<file path="src/hdl/pht_pkg.sv">
// ---------------------------------------------------------------------------
// pht_pkg
// Types and constants shared by the position hypothesis tracker.
// ---------------------------------------------------------------------------
package pht_pkg;

   localparam logic [1:0] CSR_MATCH_RADIUS = 2'd0;
   localparam logic [1:0] CSR_DECAY_RATE   = 2'd1;
   localparam logic [1:0] CSR_PRUNE_THRESH = 2'd2;

   localparam logic [14:0]        RADIUS_RESET = 15'd333;
   localparam logic [15:0]        DECAY_RESET  = 16'd13520;
   localparam logic [15:0]        PRUNE_RESET  = 16'd1311;
   localparam logic signed [15:0] BEST_RESET   = -16'sd1638;
   localparam logic [16:0]        ONE_Q16      = 17'h10000;

   typedef struct packed {
      logic signed [15:0] x;
      logic signed [15:0] y;
      logic [15:0]        c;
   } hyp_type;

   typedef enum logic [4:0] {
      ST_INIT, ST_IDLE, ST_R2A, ST_R2B,
      ST_M_RD, ST_M_DX, ST_M_DY, ST_M_CMP, ST_M_MUL, ST_M_WR, ST_M_FIN, ST_M_MRG,
      ST_W_RD, ST_W_CMP, ST_K_RD, ST_K_WR, ST_APPEND,
      ST_P_RD, ST_P_WR, ST_D_RD, ST_D_MUL, ST_D_WR, ST_EMIT
   } state_type;

endpackage

</file>
<file path="src/hdl/position_hypothesis_tracker.sv">
// ---------------------------------------------------------------------------
// position_hypothesis_tracker
// Ball position tracker over a table of weighted hypotheses.
//
// Channels: req_* carries observations (kind 0) or an empty-frame marker
// (kind 1); rsp_* returns one estimate per finished frame; csr_* writes the
// match radius, decay rate and prune threshold, which the user must write
// only while the block is idle; the block itself does not enforce this.
// A non-final observation produces no transfer on rsp. A final observation
// walks the N table entries in a match pass and a prune pass, with a search
// for the weakest entry and a removal pass between them when the table is
// full and nothing matches; an empty frame walks them in one decay pass,
// paced by one shared 18x18 multiplier and the single table read port.
// req_ready is low while a frame is worked on. After reset the table holds
// one entry (0, 0, 1311), written in ST_INIT before req_ready rises.
// The result sits in an output register; a new item is taken while it waits.
// A stalled receiver holds the block only when a second result is ready.
// ---------------------------------------------------------------------------
module position_hypothesis_tracker #(
   parameter int MAX_HYPOTHESES = 64
) (
   input  logic        clock,
   input  logic        reset,
   input  logic        req_valid,
   output logic        req_ready,
   input  logic        req_kind,
   input  logic signed [15:0] req_obs_x,
   input  logic signed [15:0] req_obs_y,
   input  logic signed [15:0] req_obs_certainty,
   input  logic        req_obs_last,
   output logic        rsp_valid,
   input  logic        rsp_ready,
   output logic signed [15:0] rsp_est_x,
   output logic signed [15:0] rsp_est_y,
   output logic [15:0] rsp_est_certainty,
   input  logic        csr_valid,
   output logic        csr_ready,
   input  logic [1:0]  csr_index,
   input  logic [15:0] csr_data
);
   import pht_pkg::*;

   localparam int IDX_W = $clog2(MAX_HYPOTHESES);
   localparam int CNT_W = $clog2(MAX_HYPOTHESES + 1);
   localparam logic [CNT_W-1:0] MAX_CNT = CNT_W'(MAX_HYPOTHESES);

   state_type state_ff, state_in;

   hyp_type mem [MAX_HYPOTHESES];
   hyp_type rdata_ff;
   logic             rd_en, mem_we;
   logic [IDX_W-1:0] rd_addr, wr_addr;
   hyp_type          wr_data;

   logic signed [17:0] mul_a, mul_b;
   logic signed [35:0] prod_ff;

   logic [CNT_W-1:0] i_ff, i_in, w_ff, w_in, count_ff, count_in;
   logic [IDX_W-1:0] first_ff, first_in, weak_ff, weak_in;
   logic             found_ff, found_in, matched_ff, matched_in, any_ff, any_in;
   logic [16:0]      anti_ff, anti_in;
   logic [33:0]      acc_ff, acc_in;
   logic [29:0]      r2_ff, r2_in;
   logic [15:0]      minc_ff, minc_in, maxc_ff, maxc_in;
   logic signed [15:0] selx_ff, selx_in, sely_ff, sely_in;
   logic signed [15:0] px_ff, px_in, py_ff, py_in;
   logic signed [15:0] bx_ff, bx_in, by_ff, by_in, bc_ff, bc_in;
   logic signed [15:0] lx_ff, lx_in, ly_ff, ly_in;
   logic [14:0]      radius_ff;
   logic [15:0]      decay_ff, thresh_ff;
   logic             rv_ff, rv_in;
   logic signed [15:0] rx_ff, rx_in, ry_ff, ry_in;
   logic [15:0]      rc_ff, rc_in;

   logic               req_xfer, emit_go, pass_done, obs_better;
   logic signed [16:0] dx, dy;
   logic [16:0]        omd, omc, merge_a, merge_c;
   logic [15:0]        decayed, merge_cert;
   logic [33:0]        d2;

   assign req_ready = (state_ff == ST_IDLE);
   assign csr_ready = 1'b1;
   assign req_xfer  = req_valid & req_ready;
   assign rsp_valid = rv_ff;
   assign rsp_est_x = rx_ff;
   assign rsp_est_y = ry_ff;
   assign rsp_est_certainty = rc_ff;

   assign pass_done  = (i_ff == count_ff);
   assign emit_go    = !rv_ff || rsp_ready;
   assign obs_better = req_obs_certainty > bc_ff;
   assign dx = {px_ff[15], px_ff} - {rdata_ff.x[15], rdata_ff.x};
   assign dy = {py_ff[15], py_ff} - {rdata_ff.y[15], rdata_ff.y};
   assign omd = ONE_Q16 - {1'b0, decay_ff};
   assign omc = ONE_Q16 - {1'b0, rdata_ff.c};
   assign decayed = prod_ff[31:16];
   assign merge_a = prod_ff[32:16];
   assign merge_c = ONE_Q16 - merge_a;
   assign merge_cert = merge_c[16] ? 16'hFFFF : merge_c[15:0];
   assign d2 = acc_ff + prod_ff[33:0];

   always_ff @(posedge clock) begin
      if (mem_we) begin
         mem[wr_addr] <= wr_data;
      end
      if (rd_en) begin
         rdata_ff <= mem[rd_addr];
      end
      prod_ff <= mul_a * mul_b;
   end

   always_ff @(posedge clock) begin
      if (reset) begin
         state_ff  <= ST_INIT;
         i_ff      <= '0;
         w_ff      <= '0;
         count_ff  <= '0;
         found_ff  <= 1'b0;
         any_ff    <= 1'b0;
         rv_ff     <= 1'b0;
         bx_ff     <= '0;
         by_ff     <= '0;
         bc_ff     <= BEST_RESET;
         lx_ff     <= '0;
         ly_ff     <= '0;
         radius_ff <= RADIUS_RESET;
         decay_ff  <= DECAY_RESET;
         thresh_ff <= PRUNE_RESET;
      end else begin
         state_ff <= state_in;
         i_ff     <= i_in;
         w_ff     <= w_in;
         count_ff <= count_in;
         found_ff <= found_in;
         any_ff   <= any_in;
         rv_ff    <= rv_in;
         bx_ff    <= bx_in;
         by_ff    <= by_in;
         bc_ff    <= bc_in;
         lx_ff    <= lx_in;
         ly_ff    <= ly_in;
         if (csr_valid && csr_ready) begin
            unique case (csr_index)
               CSR_MATCH_RADIUS: radius_ff <= csr_data[14:0];
               CSR_DECAY_RATE:   decay_ff  <= csr_data;
               CSR_PRUNE_THRESH: thresh_ff <= csr_data;
               default: ;
            endcase
         end
      end
   end

   always_ff @(posedge clock) begin
      first_ff   <= first_in;
      weak_ff    <= weak_in;
      matched_ff <= matched_in;
      anti_ff    <= anti_in;
      acc_ff     <= acc_in;
      r2_ff      <= r2_in;
      minc_ff    <= minc_in;
      maxc_ff    <= maxc_in;
      selx_ff    <= selx_in;
      sely_ff    <= sely_in;
      px_ff      <= px_in;
      py_ff      <= py_in;
      rx_ff      <= rx_in;
      ry_ff      <= ry_in;
      rc_ff      <= rc_in;
   end

   always_comb begin
      state_in = state_ff;
      unique case (state_ff)
         ST_INIT: state_in = ST_IDLE;
         ST_IDLE: begin
            if (req_xfer) begin
               if (req_kind) state_in = ST_D_RD;
               else if (req_obs_last) state_in = ST_R2A;
            end
         end
         ST_R2A:   state_in = ST_R2B;
         ST_R2B:   state_in = ST_M_RD;
         ST_M_RD:  state_in = pass_done ? ST_M_FIN : ST_M_DX;
         ST_M_DX:  state_in = ST_M_DY;
         ST_M_DY:  state_in = ST_M_CMP;
         ST_M_CMP: state_in = ST_M_MUL;
         ST_M_MUL: state_in = ST_M_WR;
         ST_M_WR:  state_in = ST_M_RD;
         ST_M_FIN: begin
            if (found_ff) state_in = ST_M_MRG;
            else if (w_ff >= MAX_CNT) state_in = ST_W_RD;
            else state_in = ST_APPEND;
         end
         ST_M_MRG:  state_in = ST_P_RD;
         ST_W_RD:   state_in = pass_done ? ST_K_RD : ST_W_CMP;
         ST_W_CMP:  state_in = ST_W_RD;
         ST_K_RD:   state_in = pass_done ? ST_APPEND : ST_K_WR;
         ST_K_WR:   state_in = ST_K_RD;
         ST_APPEND: state_in = ST_P_RD;
         ST_P_RD:   state_in = pass_done ? ST_EMIT : ST_P_WR;
         ST_P_WR:   state_in = ST_P_RD;
         ST_D_RD:   state_in = pass_done ? ST_EMIT : ST_D_MUL;
         ST_D_MUL:  state_in = ST_D_WR;
         ST_D_WR:   state_in = ST_D_RD;
         ST_EMIT:   state_in = emit_go ? ST_IDLE : ST_EMIT;
         default:   state_in = ST_INIT;
      endcase
   end

   always_comb begin
      rd_en = 1'b0;
      rd_addr = i_ff[IDX_W-1:0];
      mem_we = 1'b0;
      wr_addr = w_ff[IDX_W-1:0];
      wr_data = rdata_ff;
      mul_a = '0;
      mul_b = '0;
      i_in = i_ff;
      w_in = w_ff;
      count_in = count_ff;
      first_in = first_ff;
      weak_in = weak_ff;
      found_in = found_ff;
      matched_in = matched_ff;
      any_in = any_ff;
      anti_in = anti_ff;
      acc_in = acc_ff;
      r2_in = r2_ff;
      minc_in = minc_ff;
      maxc_in = maxc_ff;
      selx_in = selx_ff;
      sely_in = sely_ff;
      px_in = px_ff;
      py_in = py_ff;
      bx_in = bx_ff;
      by_in = by_ff;
      bc_in = bc_ff;
      lx_in = lx_ff;
      ly_in = ly_ff;
      rx_in = rx_ff;
      ry_in = ry_ff;
      rc_in = rc_ff;
      rv_in = rv_ff && !rsp_ready;

      unique case (state_ff)
         ST_INIT: begin
            mem_we = 1'b1;
            wr_addr = '0;
            wr_data = '{x: '0, y: '0, c: PRUNE_RESET};
            count_in = CNT_W'(1);
         end
         ST_IDLE: begin
            i_in = '0;
            w_in = '0;
            any_in = 1'b0;
            maxc_in = '0;
            if (req_xfer) begin
               if (req_kind) begin
                  bx_in = '0;
                  by_in = '0;
                  bc_in = BEST_RESET;
               end else begin
                  if (obs_better) begin
                     bx_in = req_obs_x;
                     by_in = req_obs_y;
                     bc_in = req_obs_certainty;
                  end
                  px_in = obs_better ? req_obs_x : bx_ff;
                  py_in = obs_better ? req_obs_y : by_ff;
               end
            end
         end
         ST_R2A: begin
            mul_a = {3'b0, radius_ff};
            mul_b = {3'b0, radius_ff};
         end
         ST_R2B: begin
            r2_in = prod_ff[29:0];
            found_in = 1'b0;
            anti_in = ONE_Q16;
         end
         ST_M_RD: rd_en = !pass_done;
         ST_M_DX: begin
            mul_a = {dx[16], dx};
            mul_b = {dx[16], dx};
         end
         ST_M_DY: begin
            mul_a = {dy[16], dy};
            mul_b = {dy[16], dy};
            acc_in = prod_ff[33:0];
         end
         ST_M_CMP: matched_in = d2 < {4'b0, r2_ff};
         ST_M_MUL: begin
            if (matched_ff) begin
               mul_a = {1'b0, anti_ff};
               mul_b = {1'b0, omc};
            end else begin
               mul_a = {2'b0, rdata_ff.c};
               mul_b = {1'b0, omd};
            end
         end
         ST_M_WR: begin
            i_in = i_ff + 1'b1;
            if (matched_ff) begin
               anti_in = merge_a;
               if (!found_ff) begin
                  found_in = 1'b1;
                  first_in = w_ff[IDX_W-1:0];
                  w_in = w_ff + 1'b1;
               end
            end else begin
               mem_we = 1'b1;
               wr_data.c = decayed;
               w_in = w_ff + 1'b1;
            end
         end
         ST_M_FIN: begin
            count_in = w_ff;
            i_in = '0;
            w_in = '0;
            mul_a = {1'b0, anti_ff};
            mul_b = {1'b0, omd};
            if (!found_ff && bc_ff < 0) begin
               px_in = lx_ff;
               py_in = ly_ff;
            end
         end
         ST_M_MRG: begin
            mem_we = 1'b1;
            wr_addr = first_ff;
            wr_data = '{x: px_ff, y: py_ff, c: merge_cert};
         end
         ST_W_RD: begin
            rd_en = !pass_done;
            if (pass_done) begin
               i_in = '0;
               w_in = '0;
            end
         end
         ST_W_CMP: begin
            i_in = i_ff + 1'b1;
            if (i_ff == '0 || rdata_ff.c < minc_ff) begin
               minc_in = rdata_ff.c;
               weak_in = i_ff[IDX_W-1:0];
            end
         end
         ST_K_RD: begin
            rd_en = !pass_done;
            if (pass_done) count_in = w_ff;
         end
         ST_K_WR: begin
            i_in = i_ff + 1'b1;
            if (i_ff[IDX_W-1:0] != weak_ff) begin
               mem_we = 1'b1;
               w_in = w_ff + 1'b1;
            end
         end
         ST_APPEND: begin
            mem_we = 1'b1;
            wr_addr = count_ff[IDX_W-1:0];
            wr_data = '{x: px_ff, y: py_ff, c: decay_ff};
            count_in = count_ff + 1'b1;
            i_in = '0;
            w_in = '0;
         end
         ST_P_RD: begin
            rd_en = !pass_done;
            if (pass_done) count_in = w_ff;
         end
         ST_P_WR: begin
            i_in = i_ff + 1'b1;
            if (rdata_ff.c >= thresh_ff) begin
               mem_we = 1'b1;
               w_in = w_ff + 1'b1;
               if (!any_ff || maxc_ff < rdata_ff.c) begin
                  any_in = 1'b1;
                  maxc_in = rdata_ff.c;
                  selx_in = rdata_ff.x;
                  sely_in = rdata_ff.y;
               end
            end
         end
         ST_D_RD: rd_en = !pass_done;
         ST_D_MUL: begin
            mul_a = {2'b0, rdata_ff.c};
            mul_b = {1'b0, omd};
         end
         ST_D_WR: begin
            mem_we = 1'b1;
            wr_addr = i_ff[IDX_W-1:0];
            wr_data.c = decayed;
            i_in = i_ff + 1'b1;
            if (!any_ff || maxc_ff < decayed) begin
               any_in = 1'b1;
               maxc_in = decayed;
               selx_in = rdata_ff.x;
               sely_in = rdata_ff.y;
            end
         end
         ST_EMIT: begin
            if (emit_go) begin
               rv_in = 1'b1;
               bx_in = '0;
               by_in = '0;
               bc_in = BEST_RESET;
               if (count_ff == '0) begin
                  rx_in = lx_ff;
                  ry_in = ly_ff;
                  rc_in = '0;
               end else begin
                  rx_in = selx_ff;
                  ry_in = sely_ff;
                  rc_in = maxc_ff;
                  lx_in = selx_ff;
                  ly_in = sely_ff;
               end
            end
         end
         default: ;
      endcase
   end

   a_count_bound: assert property (@(posedge clock) disable iff (reset)
      count_ff <= MAX_CNT) else $error("hypothesis count above table depth");

   a_compact_order: assert property (@(posedge clock) disable iff (reset)
      (state_ff == ST_M_WR || state_ff == ST_K_WR || state_ff == ST_P_WR)
      |-> w_ff <= i_ff) else $error("compaction write passes read pointer");

   a_empty_frame: assert property (@(posedge clock) disable iff (reset)
      (req_xfer && req_kind) |=> state_ff == ST_D_RD)
      else $error("empty frame did not start decay pass");

endmodule

</file>
<file path="config.mk">
export PLATFORM = sky130hd
export DESIGN_NAME = position_hypothesis_tracker
export DESIGN_NICKNAME = d
export VERILOG_FILES = /design/src/hdl/pht_pkg.sv /design/src/hdl/position_hypothesis_tracker.sv
export SDC_FILE = /design/constraint.sdc
export NUM_CORES = 2
export LEC_CHECK = 0
export ABC_AREA = 1
export BUFFER_PORTS_ARGS = -buffer_cell sky130_fd_sc_hd__buf_2
export CORE_UTILIZATION = 35
export CTS_CLUSTER_SIZE = 30
export DETAILED_ROUTE_END_ITERATION = 8
export MAX_ROUTING_LAYER = met4
export SETUP_SLACK_MARGIN = 0.4
export SYNTH_ARGS = -nofsm -noshare
export SYNTH_HDL_FRONTEND = slang
export SYNTH_SLANG_ARGS = --single-unit
</file>
<file path="constraint.sdc">
create_clock -name clock -period 15.9 [get_ports clock]
set_input_delay 0.795 -clock clock [delete_from_list [all_inputs] [get_ports clock]]
set_output_delay 0.795 -clock clock [all_outputs]
set_load 0.005 [all_outputs]
</file>
Yosys cells after proc, flatten, opt, wreduce, memory -nomap -nowiden
Memory sizes are Yosys's and may differ from the RTL's. A register that Yosys moved wholly into a read port is not among the register bits.
Index checks and enable logic that the tools add are counted.
- add/subtract/negate cells: 9
- $mul: 1
- magnitude comparators: 8
- eq/ne operators: 40
- muxes and demuxes: 83
- bitwise gates (word level): 2
- reduce and logical (&&, ||, !) cells: 48
- operators by type and width (operator ; number):
    2-to-1 mux 16 bit ; 30
    case mux 16 bit (2 select lines) ; 7
    case mux 18 bit (6 select lines) ; 1
    case mux 5 bit (20 select lines) ; 1
    case mux 18 bit (5 select lines) ; 1
    case mux 16 bit (5 select lines) ; 1
    case mux 32 bit (2 select lines) ; 1
    2-to-1 mux 17 bit ; 3
    less-than comparator 16 bit ; 3
    case mux 16 bit (3 select lines) ; 1
    2-to-1 mux 7 bit ; 6
    == test 5 x 4 -> 1 bit (second input constant) ; 8
    == test 5 bit (second input constant) ; 7
    2-to-1 mux 5 bit ; 7
    case mux 7 bit (5 select lines) ; 1
    adder 34 bit ; 1
    less-than comparator 34 x 30 -> 1 bit ; 1
    multiplier 18 x 18 -> 34 bit ; 1
    case mux 17 bit (2 select lines) ; 1
    subtractor 16 x 16 -> 17 bit ; 2
    subtractor 17 x 16 -> 17 bit (first input constant) ; 2
    case mux 7 bit (4 select lines) ; 1
    case mux 6 bit (4 select lines) ; 1
    adder 7 x 1 -> 7 bit (second input constant) ; 3
    other kinds (44) ; 100
- bits in registers: 428
- memory bits (writable): 3072
- input port bits: 73
- word-level logic and storage cells: 223
- memories kept: 1
- memory list (name ; depth ; bits a word ; read ports ; clocked after memory_dff ; wr ports ; line ; text):
    mem ; 64 ; 48 ; 1 ; 1 ; 1 ; position_hypothesis_tracker.sv:49 ; hyp_type mem [MAX_HYPOTHESES];

Longest topological paths before layout
- depth after elaboration: 5
- gate-level depth with buffers: 41
- depth with buffers taken out: 40

Worst setup path after synthesis
Ideal clock, no wire load.
- path type: flip-flop to flip-flop
- start point: reg rdata_ff[32] (netlist name)
- end point: reg prod_ff[33]
- arrival: 6.930 ns
- required time: 15.787 ns
- path slack: 8.857 ns
- stages on the path, launching flop included: 36
- cells stage by stage: edfxtp_1 > ha_1 > fa_1 > inv_1 > nand2_1 > a21oi_1 > nand2_1 > nand2_1 > nand2_1 > nand3_1 > nand3_1 > nand2_1 > inv_2 > nor2_1 > inv_1 > fa_1 > inv_1 > fa_1 > inv_1 > fa_1 > fa_1 > inv_1 > fa_1 > fa_1 > ha_1 > nand2_1 > inv_1 > nand3_1 > nor3_1 > nand3_1 > nand2_1 > nand2_1 > nand2_1 > inv_1 > nand3_1 > nand2_1
- longest elaborated chain between the ends: 3
- elaborated cells between the ends (all ways): 4
- classes of those cells: add/sub (1); mul (1); mux (2)
- RTL lines (element ; line ; text):
    subtractor 16 x 16 -> 17 bit * ; position_hypothesis_tracker.sv:92 ; assign dx = {px_ff[15], px_ff} - {rdata_ff.x[15], rdata_ff.x};
    case mux 18 bit (6 select lines) or case mux 18 bit (5 select lines) (tied branches) ; position_hypothesis_tracker.sv:245 ; unique case (state_ff)
    multiplier 18 x 18 -> 34 bit * ; position_hypothesis_tracker.sv:109 ; prod_ff <= mul_a * mul_b;
    end signal: assignment ; position_hypothesis_tracker.sv:109 ;
    end: declaration ; position_hypothesis_tracker.sv:56 ; logic signed [35:0] prod_ff;
Every way passes the cells marked *; elsewhere a longest branch is shown, timed or not.
A chain may end at the register's enable or synchronous reset.

Worst setup path after layout
- start point: reg rdata_ff[1] (netlist name)
- end point: reg prod_ff[29]
- longest elaborated chain between the ends: 4
- elaborated cells between the ends (all ways): 6
- classes of those cells: add/sub (1); mul (1); mux (4)
- RTL lines (element ; line ; text):
    subtractor 17 x 16 -> 17 bit ; position_hypothesis_tracker.sv:95 ; assign omc = ONE_Q16 - {1'b0, rdata_ff.c};
    2-to-1 mux 17 bit ; position_hypothesis_tracker.sv:294 ; if (matched_ff) begin
    case mux 18 bit (5 select lines) ; position_hypothesis_tracker.sv:245 ;
    multiplier 18 x 18 -> 34 bit * ; position_hypothesis_tracker.sv:109 ;
Marked as above.

==> reports/metrics.cfg <==
[cts]
cts_resized = 0
postCtsSetupRepairBufs = 0
cts.clk_slew.worst_paths_ns = 0.07
htree_levels = 5
cts-buffers-inserted = 364
insertion_delay_ns = 1.01
cts-root-buf = clkbuf_16
clkSinkCount = 3548
cts_tree = yes
cts_hold_buf = 0
ctsLongestPathBuffers = 4

[synth]
synth_top_area_share_pct = 64.22
ys_types = 70
synth_edf_count = 3358
ys_seq_area_share_pct = 66.64
ys_warn_count = 0
syn_inst = 13380
synth_seq_cells = 3548
yosysMostFrequentCell = edfxtp_1
async_flop_share_pct = 0
yosys-top-cells-count = 3358 x edfxtp_1, 1983 x nor2_1, 1790 x o21ai_0
syn-num-nets = 14040
synth_top_cell_by_area = edfxtp_1
yosys-top-cells-area = edfxtp_1 64%, o21ai_0 5.7%, nor2_1 4.7%
syn_area_um2 = 157000
avgSynthCellArea_um2 = 11.73
synth_ff_type = edfxtp_1

[placed_design]
dp_hpwl_um = 279800
dp_cells = 18930
pre_cts_slack_ns = 7.672
gp_congestion = 0.9558
io_buffers = 122

[setup_path]
required_ns = 16.77
worstSetupPathType = flop to flop
crit_fanout = 17
crit_slowest_cell = nand3_2
reg2reg_from = rdata_ff[1]
path_buf_inv = 8
end_kind = flop
slowest_delay_ns = 0.57
path_delay_family = adder cells
startpoint = rdata_ff[1]
cp_data_arrival_time_ns = 9.24
start_kind = flop
reg2reg_slack_ns = 7.53
crit_path_frequent_cell = inv_1

[routing]
avgRoutedWirePerCell_um = 24.92
ant_nets = 0
wirelength_um = 488500
vias_per_cell = 5.477
drc = 0
drtIter0Drc = 12500
drtPass1Iterations = 8
vias = 107400

[finish]
drive_gt1_share_pct = 8.335
multi_input_area_um2 = 46840
seq_area_um2 = 104600
syn_to_final_growth_pct = 12.60
fin_nets = 14030
fill_cells = 42170
fin_cells = 19600

[floorplan]
die_w_um = 671.8
dieArea_um2 = 451300
fp.dieH_um = 671.8
num_io_pins = 124
start_util_pct = 35.20
rows = 245
core_area_um2 = 446000

[global_route]
grt_pass1_wl_um = 702600
use_met1_pct = 28.81
grt_max_degree = 204
track_usage_pct = 21.55
antenna_found_initial = 18
gr-total-overflow = 0
busiest_layer = met2
gr-usage-met3_pct = 3.164
met2_usage_pct = 33.97
grt_pass1_vias = 100900

[run_status]
outcome = finished, final reports clean

[timing]
fin_hold_ws_ns = 0.2084
fin_crit_ns = 8.367
tightest_slew_ns = 1.348
rsz0062_at_grt = no
fin_setup_tns_ns = 0
setup_viol = 0
skew_ns = 0.1176
relSlewSlack_pct = 9.196
slew_viol_final = 0
finalWorstSetupSlack_ns = 7.533
finalCritPeriodShare_pct = 52.62
hold_violations = 0
max_freq_mhz = 119.5

[power]
ir_drop_uv = 188.6
power.leakage_nw = 62.63
report.power.total_mw = 28.90
powerDensity_nw_per_um2 = 163.5

[worst_hold_path]
hold_path.class = input pin to flop
min_from = csr_data[12]

[job]
maxCapViolations = 0

==> worst register-to-register path: cells and delay by family, from the launching register on <==
| family | cells | cell delay, ns |
|---|---|---|
| AO/OA/AOI/OAI | 2 | 0.41 |
| XOR/XNOR | 1 | 0.14 |
| adder cells (fa/ha/maj) | 8 | 3.54 |
| buffers and inverters | 8 | 0.77 |
| flip-flops | 1 | 0.51 |
| AND/OR/NAND/NOR | 15 | 2.96 |
==> registers in the layout, indices dropped and copies added (netlist names), 17 cells and up <==
signal,flops
anti_ff,17
rdata_ff,48
r2_ff,30
prod_ff,34
acc_ff,34
mem,3072
==> final timing paths <==
check,endpoint,cells past startpoint
max,prod_ff[29],34
min,decay_ff[12],3
max reg2reg,prod_ff[29],34
min reg2reg,sely_ff[2],0
==> layer usage <==
metal  share of wire (%)  vias to the layer above
met5                   0                        -
met4                 3.5                        0
met3                 8.5                      829
met2                  47                     4965
met1                  41                    53890
li1                    -                    47690
==> cells in the final DEF, fill, tap and decap left out, types with 42 or more instances in the layout <==
cell type,instances
nor3_1,42
o22ai_1,790
buf_4,229
fa_1,318
a21oi_1,374
edfxtp_1,3358
nand3_1,352
clkbuf_1,87
dfxtp_1,188
a22oi_1,57
nand2_1,1569
xor2_1,66
buf_2,121
inv_2,46
o221ai_1,54
nor2_1,1914
clkbuf_16,374
nor2_4,80
inv_1,910
o21ai_0,1759
ha_1,269
clkinv_1,82
clkinv_2,57
nand4_1,130
==> area by class of cell <==
class	instances	area share (%)
inverters	969	2.075
diodes	9	0.01274
clock inverters	193	1.013
clock buffers	469	5.540
well taps	5928	4.195
flip-flops and latches	3548	59.19
multi-input cells	8122	26.49
repair buffers	365	1.485
==> metrics by stage <==
stage                     util (%)  cell area, µm²
after global routing         39.64          176800
after global placement       37.04          165200
after floorplan                  -          157000
after CTS                    39.64          176800
after detailed placement     37.04          165200
final                        39.64          176800
==> cells by family after synthesis <==
group | count (synthesis) | share of synthesized area, %
simple gates | 4199 | 10.94
flops | 3548 | 66.64
xor+xnor | 92 | 0.5132
buf+inv | 1712 | 4.196
compound gates | 3243 | 11.51
fa+ha+maj | 587 | 6.198
other cells | 1 | 0.002388
==> power by group <==
group / internal, mW / switching, mW
combinational: 1.59 / 5.93
sequential: 12.7 / 0.254
clock: 4.81 / 3.64
total: 19.1 / 9.83
(Power assumes the default switching activity.)
